[src/sv/cxpd_pkg.sv]
package cxpd_pkg;

    localparam int unsigned DATA_W = 8;
    localparam int unsigned PADDR_W = 3;
    localparam int unsigned PDATA_W = 32;

    localparam logic [PADDR_W-3:0] REG_OUTER_KEY = 1'b0;

    typedef logic [DATA_W-1:0] byte_t;

    typedef struct packed {
        byte_t cipher_byte;
        byte_t random_key;
        logic  first_byte;
        logic  last_byte;
    } in_word_t;

    typedef struct packed {
        byte_t plain_byte;
        logic  is_checksum;
        logic  end_of_packet;
        logic  checksum_ok;
    } out_word_t;

endpackage

[src/sv/chained_xor_packet_decoder.sv]
// A word accepted at a clock edge appears on out_data in the next cycle, from the output register.
// Throughput: one word per cycle while out_ready is high; the output register refills in the cycle it is taken.
// The per-byte chain is an 8-bit increment, four 8-bit adds and two XORs ahead of the output register.
// Reset (rst_n low, asynchronous) clears the outer key, the chain, position, sum,
// checksum and held key to zero and empties the output register.
module chained_xor_packet_decoder
    import cxpd_pkg::*;
(
    input  logic                clk,
    input  logic                rst_n,

    input  logic                in_valid,
    output logic                in_ready,
    input  in_word_t            in_data,

    output logic                out_valid,
    input  logic                out_ready,
    output out_word_t           out_data,

    input  logic                psel,
    input  logic                penable,
    input  logic                pwrite,
    input  logic [PADDR_W-1:0]  paddr,
    input  logic [PDATA_W-1:0]  pwdata,
    output logic [PDATA_W-1:0]  prdata,
    output logic                pready
);

    byte_t     outer_key_reg;
    byte_t     prev_cipher_reg;
    byte_t     prev_cipher_next;
    byte_t     prev_inter_reg;
    byte_t     prev_inter_next;
    byte_t     pos_reg;
    byte_t     pos_next;
    byte_t     sum_reg;
    byte_t     sum_next;
    byte_t     checksum_reg;
    byte_t     checksum_next;
    byte_t     rkey_reg;
    byte_t     rkey_next;
    logic      out_valid_reg;
    logic      out_valid_next;
    out_word_t out_data_reg;
    out_word_t out_data_next;

    logic      in_fire;
    logic      cfg_write;
    byte_t     cur_prev_cipher;
    byte_t     cur_prev_inter;
    byte_t     cur_pos;
    byte_t     cur_sum;
    byte_t     cur_rkey;
    byte_t     step_pos;
    byte_t     inter;
    byte_t     plain;
    byte_t     new_sum;
    byte_t     new_checksum;

    assign pready    = 1'b1;
    assign cfg_write = psel && penable && pwrite && pready;
    assign prdata    = (paddr[PADDR_W-1:2] == REG_OUTER_KEY)
                       ? {{(PDATA_W-DATA_W){1'b0}}, outer_key_reg}
                       : '0;

    assign in_ready  = !out_valid_reg || out_ready;
    assign in_fire   = in_valid && in_ready;
    assign out_valid = out_valid_reg;
    assign out_data  = out_data_reg;

    always_comb
    begin
        // A start mark restarts the chain before this byte is decoded.
        cur_prev_cipher = in_data.first_byte ? '0 : prev_cipher_reg;
        cur_prev_inter  = in_data.first_byte ? '0 : prev_inter_reg;
        cur_pos         = in_data.first_byte ? '0 : pos_reg;
        cur_sum         = in_data.first_byte ? '0 : sum_reg;
        cur_rkey        = in_data.first_byte ? in_data.random_key : rkey_reg;

        step_pos = cur_pos + 8'd1;
        inter    = in_data.cipher_byte ^ (cur_prev_cipher + outer_key_reg + step_pos);
        plain    = inter ^ (cur_prev_inter + cur_rkey + step_pos);

        new_sum      = in_data.first_byte ? cur_sum : cur_sum + plain;
        new_checksum = in_data.first_byte ? plain : checksum_reg;

        prev_cipher_next = prev_cipher_reg;
        prev_inter_next  = prev_inter_reg;
        pos_next         = pos_reg;
        sum_next         = sum_reg;
        checksum_next    = checksum_reg;
        rkey_next        = rkey_reg;
        out_data_next    = out_data_reg;
        out_valid_next   = out_valid_reg && !out_ready;

        if (in_fire)
        begin
            prev_cipher_next            = in_data.cipher_byte;
            prev_inter_next             = inter;
            pos_next                    = step_pos;
            sum_next                    = new_sum;
            checksum_next               = new_checksum;
            rkey_next                   = cur_rkey;
            out_valid_next              = 1'b1;
            out_data_next.plain_byte    = plain;
            out_data_next.is_checksum   = in_data.first_byte;
            out_data_next.end_of_packet = in_data.last_byte;
            out_data_next.checksum_ok   = in_data.last_byte && (new_sum == new_checksum);
        end
    end

    always_ff @(posedge clk or negedge rst_n)
    begin
        if (!rst_n)
        begin
            outer_key_reg   <= '0;
            prev_cipher_reg <= '0;
            prev_inter_reg  <= '0;
            pos_reg         <= '0;
            sum_reg         <= '0;
            checksum_reg    <= '0;
            rkey_reg        <= '0;
            out_valid_reg   <= 1'b0;
        end
        else
        begin
            if (cfg_write && (paddr[PADDR_W-1:2] == REG_OUTER_KEY))
            begin
                outer_key_reg <= pwdata[DATA_W-1:0];
            end
            prev_cipher_reg <= prev_cipher_next;
            prev_inter_reg  <= prev_inter_next;
            pos_reg         <= pos_next;
            sum_reg         <= sum_next;
            checksum_reg    <= checksum_next;
            rkey_reg        <= rkey_next;
            out_valid_reg   <= out_valid_next;
        end
    end

    always_ff @(posedge clk)
    begin
        out_data_reg <= out_data_next;
    end

    a_ok_only_at_end: assert property (@(posedge clk) disable iff (!rst_n)
        out_valid_reg && !out_data_reg.end_of_packet |-> !out_data_reg.checksum_ok)
        else $error("checksum_ok set on a word that does not end a packet");

    a_first_restarts_pos: assert property (@(posedge clk) disable iff (!rst_n)
        in_fire && in_data.first_byte |=> (pos_reg == 8'd1) && (sum_reg == 8'd0))
        else $error("start of packet did not restart position and sum");

    a_fire_fills_output: assert property (@(posedge clk) disable iff (!rst_n)
        in_fire |=> out_valid_reg)
        else $error("accepted word did not reach the output register");

    a_pos_advances: assert property (@(posedge clk) disable iff (!rst_n)
        in_fire && !in_data.first_byte |=> pos_reg == $past(pos_reg) + 8'd1)
        else $error("position did not advance by one");

endmodule
[config.mk]
export PLATFORM = sky130hd
export DESIGN_NAME = chained_xor_packet_decoder
export DESIGN_NICKNAME = d
export VERILOG_FILES = /design/src/sv/cxpd_pkg.sv /design/src/sv/chained_xor_packet_decoder.sv
export SDC_FILE = /design/constraint.sdc
export NUM_CORES = 1
export LEC_CHECK = 0
export ABC_AREA = 1
export BUFFER_PORTS_ARGS = -buffer_cell sky130_fd_sc_hd__buf_2
export CORE_MARGIN = 1.5
export CORE_UTILIZATION = 56
export DETAILED_ROUTE_END_ITERATION = 7
export GPL_TIMING_DRIVEN = 0
export PLACE_DENSITY = 0.77
export SLEW_MARGIN = 20
export SYNTH_ARGS = -nofsm -noshare
export SYNTH_HDL_FRONTEND = slang
export SYNTH_SLANG_ARGS = --single-unit
[constraint.sdc]
create_clock -name clk -period 5.4 [get_ports clk]
set_clock_uncertainty 0.2 [all_clocks]
set_input_delay 0.27 -clock clk [delete_from_list [all_inputs] [get_ports clk]]
set_output_delay 0.27 -clock clk [all_outputs]
set_load 0.01 [all_outputs]
# Word-level counts from Yosys, hierarchy flattened
# Cells that the tools add are included.
word_totals:
  register_bits: 68
  out_inout_bits: 46
  elab_cells: 40
classes:
  addsub: 6
  n_eq_ne: 1
  n_mux: 9
  n_bitwise: 3
  n_reduce_logical: 9
op_table:
  columns: ["operator", "n"]
  rows:
  - ["$mux 8", 8]
  - ["$add 8x8->8", 5]
  - ["$xor 8x8->8", 2]
  - ["$add 8x1->8 const B", 1]
  - ["$eq 8x8->1", 1]
  - ["$logic_and 1x1->1", 6]
  - ["$logic_not 1->1", 2]
  - ["$logic_or 1x1->1", 1]
  - ["$mux 1", 1]
  - ["$not 1->1", 1]

# Logic depth before layout (Yosys ltp)
# Gate-level depths: netlist of the first run.
depth:
  word_depth: 9
  mapped_depth: 36
  depth_no_buf: 34

# Least setup slack after synthesis of the first run
# Ideal clock, no wire load.
synth_path:
  kind: "input -> register"
  start: "in in_data[1] in the netlist's numbering"
  end: "reg out_data_reg (netlist bit out_data[0]) (data pin)"
  setup_time_ps: 138
  arrival_time_ps: 4582
  required_time_ps: 5062
  setup_slack_ps: 481
  stages: 35
  path_buffers: 4
  cell_sequence: "buf_6 buf_2 buf_2 buf_1 nor2_1 ha_1 inv_1 nor3_1 nor2_1 a21oi_1 inv_1 fa_1 inv_1 ha_1 nand2_1 nand2_1 inv_1 nand3b_1 nand2_1 nand2_1 nand3b_1 nand2_1 ha_1 nand2_1 inv_1 nand4_1 nand4_1 nand2_1 nor2_1 inv_1 nand3_1 nand2_1 nor3_1 nand2_1 nor2_1"
synth_via:
  elab_chain_len: 9
  elab_cells_between_ends: 17
  cone_classes: "6 x add/sub; 1 x eq/ne; 7 x mux; 2 x bitwise; 1 x reduce/logical"
synth_rtl:
  columns: ["element", "line", "source"]
  rows:
  - ["start, declared", "chained_xor_packet_decoder.sv:14", "input in_word_t in_data,"]
  - ["$mux 8 (*)", "chained_xor_packet_decoder.sv:76", "cur_pos = in_data.first_byte ? '0 : pos_reg;"]
  - ["$add 8x1->8 (*)", "chained_xor_packet_decoder.sv:80", "step_pos = cur_pos + 8'd1;"]
  - ["via step_pos[4]", "chained_xor_packet_decoder.sv:54", "byte_t step_pos;"]
  - ["$add 8x8->8", "chained_xor_packet_decoder.sv:81", "inter = in_data.cipher_byte ^ (cur_prev_cipher + outer_key_reg + step_pos);"]
  - ["$xor 8x8->8", "chained_xor_packet_decoder.sv:81", null]
  - ["$xor 8x8->8 (*)", "chained_xor_packet_decoder.sv:82", "plain = inter ^ (cur_prev_inter + cur_rkey + step_pos);"]
  - ["via plain[5]", "chained_xor_packet_decoder.sv:56", "byte_t plain;"]
  - ["$add 8x8->8", "chained_xor_packet_decoder.sv:84", "new_sum = in_data.first_byte ? cur_sum : cur_sum + plain;"]
  - ["$mux 8", "chained_xor_packet_decoder.sv:84", null]
  - ["$eq 8x8->1 (*)", "chained_xor_packet_decoder.sv:108", "out_data_next.checksum_ok = in_data.last_byte && (new_sum == new_checksum);"]
  - ["$logic_and 1x1->1 (*)", "chained_xor_packet_decoder.sv:108", null]
  - ["end signal, assigned", "chained_xor_packet_decoder.sv:143", "out_data_reg <= out_data_next;"]
  - ["end, declared", "chained_xor_packet_decoder.sv:44", "out_word_t out_data_reg;"]
# Mark *: on every way through the listed nets, which the timed path passes. The rest lies on a longest branch.
# A chain may end at the register's enable or synchronous reset.

# Final worst setup path of the first run
# Same ends and word-level chain as after synthesis.

==> out/results.tsv, run 1 <==
stage	metric	value	unit
route	wl_per_cell	14.9	um
clock_network	cts_htree_levels	3	
critical_path	critPathCaptureType	flop	
placed_design	place_area	5660	sq um
pwr	power_leakage	3.27	nW
global_route	grtUsageTotal	29.3	%
placed_design	portBuffers	53	
clock_network	clockBufferDepth	2	
clock_network	tritoncts	done	
sta	slew_headroom	48.4	%
layout	final_cell_mix	nand2_1, inv_1, nand3_1	
route	ant_nets	0	
die	die_w	99.1	um
layout	drive_above_1_share	18.1	%
logic_synthesis	post_synth_num_cell_types	36	
pwr	ir_worst_vdd	171	uV
logic_synthesis	netlist_area	5170	sq um
die	io_pins	106	
layout	layout_commonest_cell	nand2_1	
layout	fin_area	6070	sq um
clock_network	path_clk_slew	0.08	ns
critical_path	required	5.32	ns
layout	syn_to_final_growth	17.4	%
global_route	grt_max_degree	58	
sta	worst_slew_pin_slew	0.775	ns
worst_hold_path	hold_path.class	input pin to flop	
clock_network	cts_buffers	9	
route	route.detailed.drc	0	
layout	largest_reg_flops	11	
route	drt-pass1-iter-count	5	
route	dr.first_iter.drc_count	291	
logic_synthesis	seq_area_frac_synth	34.0	%
critical_path	path_max_fanout	10	
pwr	power	2.69	mW
layout	fin_nets	903	
clock_network	cts_sinks	68	
clock_network	clock_latency	0.35	ns
global_route	antenna_found_initial	0	
route	num_vias	4918	
critical_path	worstSetupStartpointType	input pin	
pwr	p_per_area	443	nW/um^2
route	via_per_inst	5.35	
placed_design	dp_hpwl	10100	um
run	maxCapViolCount	0	
critical_path	arrival	4.94	ns
die	dieHeight	99.1	um
logic_synthesis	synthCells	705	
die	core_area	8850	sq um
global_route	overflow	0	
die	row_count	34	
clock_network	clockRootBuffer	clkbuf_8	
route	routed_wl	13700	um
die	start_util	58.4	%
run_status	status	completed	
placed_design	gp_congestion	0.899	
sta	timing.fmax	200	MHz
die	dieArea	9810	sq um
logic_synthesis	ys_ff_latch	68	
global_route	grt_first_pass_wirelength	22400	um
sta	setup_violations	0	
global_route	grt_pass1_vias	4743	
sta	min_period_over_period	92.8	%
layout	num-fill-cells	742	
logic_synthesis	yosysWarnings	0	
layout	antenna_cells	0	
logic_synthesis	synth.avg_cell_area	7.33	sq um
critical_path	critPathKind	input pin to flop	
sta	slew_viol_final	0	
sta	final-hold-violation-count	0	
sta	period_minus_slack	5.01	ns
-- logic make-up (layout without fill, tap and decap cells) --
kind of cell,Yosys count,count (layout),share of synthesized area (%)
mux,4,4,0.775
xor+xnor,8,8,1.36
compound gates,79,79,8.09
fa+ha+maj,37,37,11.4
buf+inv,160,243,13.9
simple gates,347,347,30.3
other cells,2,25,0.145
flops,68,68,34.0
-- metrics by stage --
stage | TNS (ns) | utilization (%) | setup slack [ns] | hold WS, ns | cells
after floorplan | 0 | - | 0.481 | -0.226 | 728
after global placement | -2.19 | 63.9 | -0.929 | 0.260 | 889
after detailed placement | -2.48 | 63.9 | -1.02 | 0.197 | 889
after CTS | 0 | 67.8 | 0.151 | 0.00591 | 919
after global routing | -0.00279 | 68.6 | -0.00279 | 0.0407 | 919
final | 0 | 68.6 | 0.388 | 0.0139 | 919
-- report_power, final --
group / internal [mW] / switching [mW] / leakage (nW)
sequential: 0.672 / 0.0631 / 0.799
combinational: 0.554 / 0.981 / 2.37
clock: 0.207 / 0.209 / 0.0976
-- synth_stat cells (all sizes together) --
cell	count	area (sq um)
inv	116	438
nor2	58	240
nand2	196	781
or2	7	43.8
buf	33	241
xnor2	4	35.0
fa	17	340
edfxtp	11	330
o211ai	1	7.51
xor2	4	35.0
ha	20	250
mux2i	4	40.0
a21oi	20	100
dfrtp	57	1430
clkbuf	11	41.3
nand3	65	355
conb	2	7.51
nand3b	7	52.6
a21o	1	7.51
a31oi	10	62.6
nand4	10	62.6
o21a	1	7.51
nor3	4	30.0
a21boi	1	7.51
o21ai	45	225
-- repair_timing --
| action | in CTS | in global routing |
|---|---|---|
| gates cloned | 0 | 0 |
| pin swaps | 0 | 3 |
| hold buffers | 14 | 0 |
| endpoints found under the hold margin | 69 | 0 |
| endpoints found under the setup margin | 3 | 2 |
| gates resized for setup | 4 | 13 |
| setup buffers | 1 | 0 |
-- critical path, cell delays in order --
cell and delay [ns]:
buf_2 0.13, inv_4 0.10, buf_6 0.17, buf_4 0.20
nand2_1 0.13, xnor2_1 0.47, inv_1 0.18, fa_1 0.54
inv_1 0.05, ha_1 0.37, nand2_1 0.09, nand2_1 0.07
inv_1 0.07, nand3_1 0.14, nand2_1 0.13, nand2_1 0.07
nand3_1 0.09, nand2_1 0.14, ha_1 0.38, a21oi_1 0.26
o211ai_1 0.19, xor2_1 0.27, nand3_1 0.16, nand3_2 0.11
nand2_1 0.05, inv_1 0.05, nor2_1 0.04
-- path summary, 6_finish.rpt --
| check | from | to | slack [ns] | cells after the start |
|---|---|---|---|---|
| setup / recovery | in_data[1] | out_data[0] | 0.39 | 27 |
| hold / removal | in_data[15] | prev_inter_reg[5] | 0.01 | 3 |
| setup reg to reg | pos_reg[0] | out_data[0] | 0.42 | 26 |
| hold reg to reg | rkey_reg[2] | rkey_reg[2] | 0.29 | 2 |
| max in group asynchronous | rst_n | outer_key_reg[6] | 4.16 | 2 |
| min in group asynchronous | rst_n | rkey_reg[4] | 0.33 | 2 |
-- metal layers --
layer  share of wire (%)  track usage [%]
met1                  40             35.9
met2                  48             50.2
met3                 7.6             5.67
met4                 4.0             13.5
met5                   0                0
-- area by class of cell --
cell class / count / area, sq um / share of cell area [%]
Inverter: 116 / 438 / 7.22
Clock buffer: 9 / 124 / 2.04
Timing Repair Buffer: 68 / 415 / 6.85
Sequential cell: 68 / 1760 / 29.0
Buffer: 43 / 290 / 4.78
Multi-Input combinational cell: 500 / 2850 / 47.0
Clock inverter: 7 / 57.6 / 0.949
Tap cell: 108 / 135 / 2.23
Note: power is estimated with default switching activity, not from simulation.
==> run 2, diff against run 1 <==
--- a/config.mk
+++ b/config.mk
@@ -8,10 +8,10 @@
 export ABC_AREA = 1
 export BUFFER_PORTS_ARGS = -buffer_cell sky130_fd_sc_hd__buf_2
 export CORE_MARGIN = 1.5
-export CORE_UTILIZATION = 56
+export CORE_UTILIZATION = 60
 export DETAILED_ROUTE_END_ITERATION = 7
 export GPL_TIMING_DRIVEN = 0
-export PLACE_DENSITY = 0.77
+export PLACE_DENSITY = 0.82
 export SLEW_MARGIN = 20
 export SYNTH_ARGS = -nofsm -noshare
 export SYNTH_HDL_FRONTEND = slang
==> constraint.sdc (replaced) <==
create_clock -name clk -period 6.1 [get_ports clk]
set_clock_uncertainty 0.2 [all_clocks]
set_input_delay 0.305 -clock clk [delete_from_list [all_inputs] [get_ports clk]]
set_output_delay 0.305 -clock clk [all_outputs]
set_load 0.01 [all_outputs]
==> out/results.tsv, run 2 (synthesis gave the netlist of run 1 again) <==
stage	metric	value	unit	change
route	wl_per_cell	14.4	um	-3.3%
run_status	status	finished, violations left		
die	core_area	8300	sq um	-6.2%
critical_path	r2r_start	pos_reg[0]		
global_route	overflow	0		unchanged
clock_network	path_clk_slew	0.08	ns	about the same
layout	stdcell_count	911		-0.87%
layout	utilization	71.7	%	+3.2 points
route	num_vias	4925		+0.14%
clock_network	clock_latency	0.36	ns	about the same
clock_network	clockBufferDepth	2		unchanged
route	dr.first_iter.drc_count	365		+25%
critical_path	path_max_fanout	19		+9
global_route	grt_first_pass_wirelength	21100	um	-5.5%
critical_path	critPathKind	input pin to flop		
worst_hold_path	hold_path.class	input pin to flop		
clock_network	postCtsSetupBuffers	0		-1
worst_hold_path	hold_path_end	outer_key_reg[7]		
critical_path	r2r-end	out_data[0]		
clock_network	clockRootBuffer	clkbuf_8		
clock_network	cts_htree_levels	3		unchanged
layout	syn_to_final_growth	15.2	%	
die	io_pins	106		unchanged
critical_path	worstSetupStartpointType	input pin		
clock_network	tritoncts	done		
critical_path	critPathCaptureType	flop		
sta	final-hold-violation-count	2		+2
route	ant_nets	0		unchanged
pwr	power_leakage	3.22	nW	-1.5%
sta	period_minus_slack	5.69	ns	
run_status	violations	negative hold slack		
placed_design	portBuffers	53		unchanged
run	maxCapViolCount	0		unchanged
layout	antenna_cells	0		unchanged
critical_path	r2r_setup_slack	0.65	ns	+0.23 ns
route	route.detailed.drc	0		unchanged
layout	fin_nets	898		-0.55%
layout	drive_above_1_share	17.2	%	-0.88 points
die	dieArea	9180	sq um	-6.5%
clock_network	cts_buffers	9		unchanged
sta	finalSetupTns	0	ns	unchanged
pwr	p_per_area	395	nW/um^2	-11%
layout	layout_commonest_cell	nand2_1		
layout	largest_reg_flops	11		unchanged
sta	min_period_over_period	93.2	%	
die	start_util	62.3	%	+3.9 points
route	drt-pass1-iter-count	6		+1
sta	rsz0062_at_grt	no		
route	via_per_inst	5.41		+1.0%
critical_path	crit_top_cell	nand2_1		
layout	final_cell_mix	nand2_1, inv_1, nand3_1		
sta	slew_headroom	48.8	%	+0.46 points
global_route	antenna_found_initial	0		unchanged
pwr	power	2.35	mW	-13%
sta	hold_slack	-0.00441	ns	-0.0183 ns
die	row_count	33		-2.9%
placed_design	dp_hpwl	9950	um	-1.2%
sta	worst_slew_pin_slew	0.768	ns	-0.00696 ns
route	routed_wl	13100	um	-4.1%
pwr	ir_worst_vdd	142	uV	-17%
critical_path	cpPeakStageDelay	0.51	ns	-0.03 ns
critical_path	required	6.13	ns	+0.81 ns
sta	setup_violations	0		unchanged
die	dieHeight	95.8	um	-3.3%
die	die_w	95.8	um	-3.3%
placed_design	placedCellCount	886		-0.34%
critical_path	reg2reg_depth	32		+23%
sta	slew_viol_final	0		unchanged
clock_network	cts_sinks	68		unchanged
global_route	grt_pass1_vias	4605		-2.9%
critical_path	cp_slowest_cell	fa_1		
global_route	grtUsageTotal	30.7	%	+1.4 points
critical_path	arrival	5.71	ns	+0.77 ns
sta	timing.fmax	176	MHz	
worst_hold_path	holdCritStartpoint	pwdata[7]		
placed_design	gp_congestion	0.961		+6.9%
global_route	grt_max_degree	58		unchanged
worst_hold_path	holdPathStages	3		unchanged
## run 2: cell types whose count changed in the layout (fill, tap and decap cells not counted), sizes merged
cell,previous run,this run
clkinvlp,0,3
dlygate4sd3,14,10
clkinv,6,3
buf,86,85
## run 2: worst max-delay path by stage
stage          slack (ns)  startpoint           to
2_1_floorplan        1.15  in_data[1]  out_data[0]
3_3_place_gp        -0.19  in_data[1]  out_data[0]
6_report             0.41  in_data[1]  out_data[0]
4_1_cts              0.24  in_data[1]  out_data[0]
3_5_place_dp        -0.38  in_data[1]  out_data[0]
5_1_grt              0.02  in_data[1]  out_data[0]
## run 2: per-layer routing
metal | part of all wire (%) | global-route usage (%)
met5 | 0 | 0
met4 | 4.6 | 17.9
met3 | 7.8 | 5.13
met2 | 47 | 50.5
met1 | 40 | 37.9
## run 2: area by class of cell
cell class | instances | area [sq um]
flip-flops and latches | 68 | 1760
clock inverters | 7 | 67.6
fillers | 656 | 2350
repair buffers | 63 | 368
multi-input cells | 500 | 2790
inverters | 116 | 438
clock buffers | 9 | 124
well taps | 105 | 131
plain buffers | 43 | 280
## run 2: timing repair
item                                   4_1_cts  5_1_grt
endpoints found under the hold margin       65        1
setup endpoints to repair                    1        1
gates resized for setup                      0        2
hold buffers                                 9        1
## run 2: where the power goes
part	internal, mW	leakage [nW]	switching [mW]
Clock	0.186	0.0910	0.190
Sequential	0.595	0.799	0.0591
Combinational	0.470	2.33	0.848
Total	1.25	3.22	1.10
## run 2: through the flow
stage / worst slack (ns) / instance area [sq um]
final: 0.413 / 5950
after floorplan: 1.15 / 5260
after global placement: -0.193 / 5650
after CTS: 0.243 / 5930
after global routing: 0.0157 / 5950
after detailed placement: -0.383 / 5650
## run 2: worst max-delay path, delay by kind of cell
| family | cells | cell delay [ns] |
|---|---|---|
| adder cells (fa/ha/maj) | 4 | 1.46 |
| AO/OA/AOI/OAI | 1 | 0.30 |
| AND/OR/NAND/NOR | 20 | 2.44 |
| buffers and inverters | 10 | 1.18 |
==> run 3, diff against run 2 <==
--- a/config.mk
+++ b/config.mk
@@ -7,12 +7,12 @@
 export LEC_CHECK = 0
 export ABC_AREA = 1
 export BUFFER_PORTS_ARGS = -buffer_cell sky130_fd_sc_hd__buf_2
-export CORE_MARGIN = 1.5
+export CORE_MARGIN = 2
 export CORE_UTILIZATION = 60
 export DETAILED_ROUTE_END_ITERATION = 7
 export GPL_TIMING_DRIVEN = 0
 export PLACE_DENSITY = 0.82
-export SLEW_MARGIN = 20
+export SLEW_MARGIN = 10
 export SYNTH_ARGS = -nofsm -noshare
 export SYNTH_HDL_FRONTEND = slang
 export SYNTH_SLANG_ARGS = --single-unit
==> out/results.tsv, run 3 (synthesis gave the netlist of run 1 again) <==
stage	metric	value	unit	change
run_status	status	finished, violations left		
run_status	violations	negative hold slack		
layout	syn_to_final_growth	14.8	%	
critical_path	required	6.13	ns	about the same
pwr	power	2.35	mW	about the same
critical_path	arrival	5.63	ns	-0.08 ns
die	dieArea	9370	sq um	+2.1%
sta	finalSetupTns	0	ns	unchanged
pwr	power_leakage	3.21	nW	-0.19%
die	io_pins	106		unchanged
die	die_w	96.8	um	+1.0%
route	ant_nets	0		unchanged
pwr	p_per_area	396	nW/um^2	+0.40%
placed_design	portBuffers	53		unchanged
placed_design	post-place-ws	-0.386	ns	-0.00302 ns
clock_network	clockBufferDepth	2		unchanged
global_route	overflow	0		unchanged
route	via_per_inst	5.48		+1.3%
global_route	grt_first_pass_wirelength	22400	um	+6.1%
critical_path	crit_top_cell	nand2_1		
layout	fin_nets	896		-0.22%
clock_network	cts_buffers	9		unchanged
route	routed.top_layer	met4		
layout	antenna_cells	0		unchanged
placed_design	place_area	5650	sq um	unchanged
route	drt-pass1-iter-count	5		-1
critical_path	cpPeakStageDelay	0.51	ns	about the same
route	dr.first_iter.drc_count	369		+1.1%
sta	slew_viol_final	0		unchanged
layout	final_cell_mix	nand2_1, inv_1, nand3_1		
sta	hold_slack	-0.000560	ns	+0.00385 ns
global_route	grtUsageTotal	29.7	%	-1.0 points
clock_network	cts_htree_levels	3		unchanged
sta	min_period_over_period	91.9	%	-1.4 points
placed_design	dp_hpwl	10200	um	+3.0%
critical_path	critPathKind	input pin to flop		
sta	setup_slack	0.496	ns	+0.0827 ns
layout	layout_commonest_cell	nand2_1		
critical_path	reg2reg_depth	32		unchanged
layout	drive_above_1_share	17.0	%	-0.21 points
route	routed_wl	13500	um	+2.7%
sta	rsz0062_at_grt	no		
sta	setup_violations	0		unchanged
placed_design	gp_congestion	0.911		-5.2%
layout	largest_reg_flops	11		unchanged
sta	slew_headroom	19.5	%	-29 points
sta	period_minus_slack	5.60	ns	-0.0827 ns
sta	worst_slew_pin_slew	1.21	ns	+0.440 ns
route	wl_met3	1080	um	+5.9%
route	dr_wl_met2	6640	um	+7.2%
global_route	antenna_found_initial	0		unchanged
critical_path	path_max_fanout	19		unchanged
clock_network	tritoncts	done		
critical_path	worstSetupStartpointType	input pin		
clock_network	clockRootBuffer	clkbuf_8		
clock_network	cts_sinks	68		unchanged
critical_path	cp_slowest_cell	fa_1		
clock_network	path_clk_slew	0.08	ns	about the same
route	route.detailed.drc	0		unchanged
route	wl_per_cell	14.8	um	+2.9%
layout	fin_area	5930	sq um	-0.34%
clock_network	postCtsSetupBuffers	0		unchanged
global_route	grt_pass1_vias	4844		+5.2%
sta	final-hold-violation-count	1		-1
die	dieHeight	96.8	um	+1.0%
global_route	grt_max_degree	58		unchanged
worst_hold_path	hold_path.class	input pin to flop		
die	row_count	33		unchanged
route	num_vias	4978		+1.1%
clock_network	clock_latency	0.36	ns	about the same
run	maxCapViolCount	0		unchanged
die	core_area	8300	sq um	unchanged
pwr	ir_worst_vdd	186	uV	+30%
route	m1WireLength	5310	um	about the same
die	start_util	62.3	%	unchanged
worst_hold_path	holdPathStages	3		unchanged
critical_path	critPathCaptureType	flop		
sta	timing.fmax	178	MHz	+1.5%
## run 3: changes by cell type in the layout (fill, tap and decap cells not counted), sizes merged
cell,change
clkinvlp,-2
clkinv,+1
clkbuf,+1
dlygate4sd3,-2
## run 3: final cells by class
type                            count  area [sq um]
Buffer                             43           279
Multi-Input combinational cell    500          2790
Timing Repair Buffer               61           348
Inverter                          116           438
Tap cell                          105           131
Clock buffer                       10           128
Clock inverter                      6          65.1
Fill cell                         698          2370
Sequential cell                    68          1760
## run 3: power by group
group / switching, mW / internal [mW]
Combinational: 0.850 / 0.469
Clock: 0.191 / 0.189
Sequential: 0.0574 / 0.595
## run 3: worst max-delay path: cells and delay by family
family | cells | cell delay (ns)
buf+inv | 10 | 1.21
fa+ha+maj | 4 | 1.45
simple gates | 20 | 2.37
compound gates | 1 | 0.29
## run 3: timing repair
action                                  in CTS  in global routing
hold buffers                                 8                  0
gates cloned                                 0                  0
endpoints found under the setup margin       1                  1
hold endpoints to repair                    64                  0
resized for setup                            0                  2
## run 3: metrics by stage
step,instances,utilization (%)
finish,909,71.5
global route,909,71.5
floorplan,728,-
detailed placement,886,68.1
CTS,909,71.4
global placement,886,68.1
## run 3: final timing paths
kind                                            to  slack (ns)       startpoint
worst max register to register         out_data[0]        0.73       pos_reg[0]
worst min-delay path              outer_key_reg[3]     -0.0006        pwdata[3]
min in group asynchronous        prev_inter_reg[4]        0.36            rst_n
max in group asynchronous       prev_cipher_reg[6]        4.82            rst_n
worst max-delay path                   out_data[0]        0.50       in_data[1]
worst min register to register     checksum_reg[3]        0.29  checksum_reg[3]
## run 3: metal layers
| layer | GRT usage [%] | vias to the layer above |
|---|---|---|
| met5 | 0 | - |
| met2 | 52.0 | 244 |
| met1 | 36.2 | 2318 |
| li1 | - | 2367 |
| met4 | 12.6 | 0 |
| met3 | 4.99 | 49 |
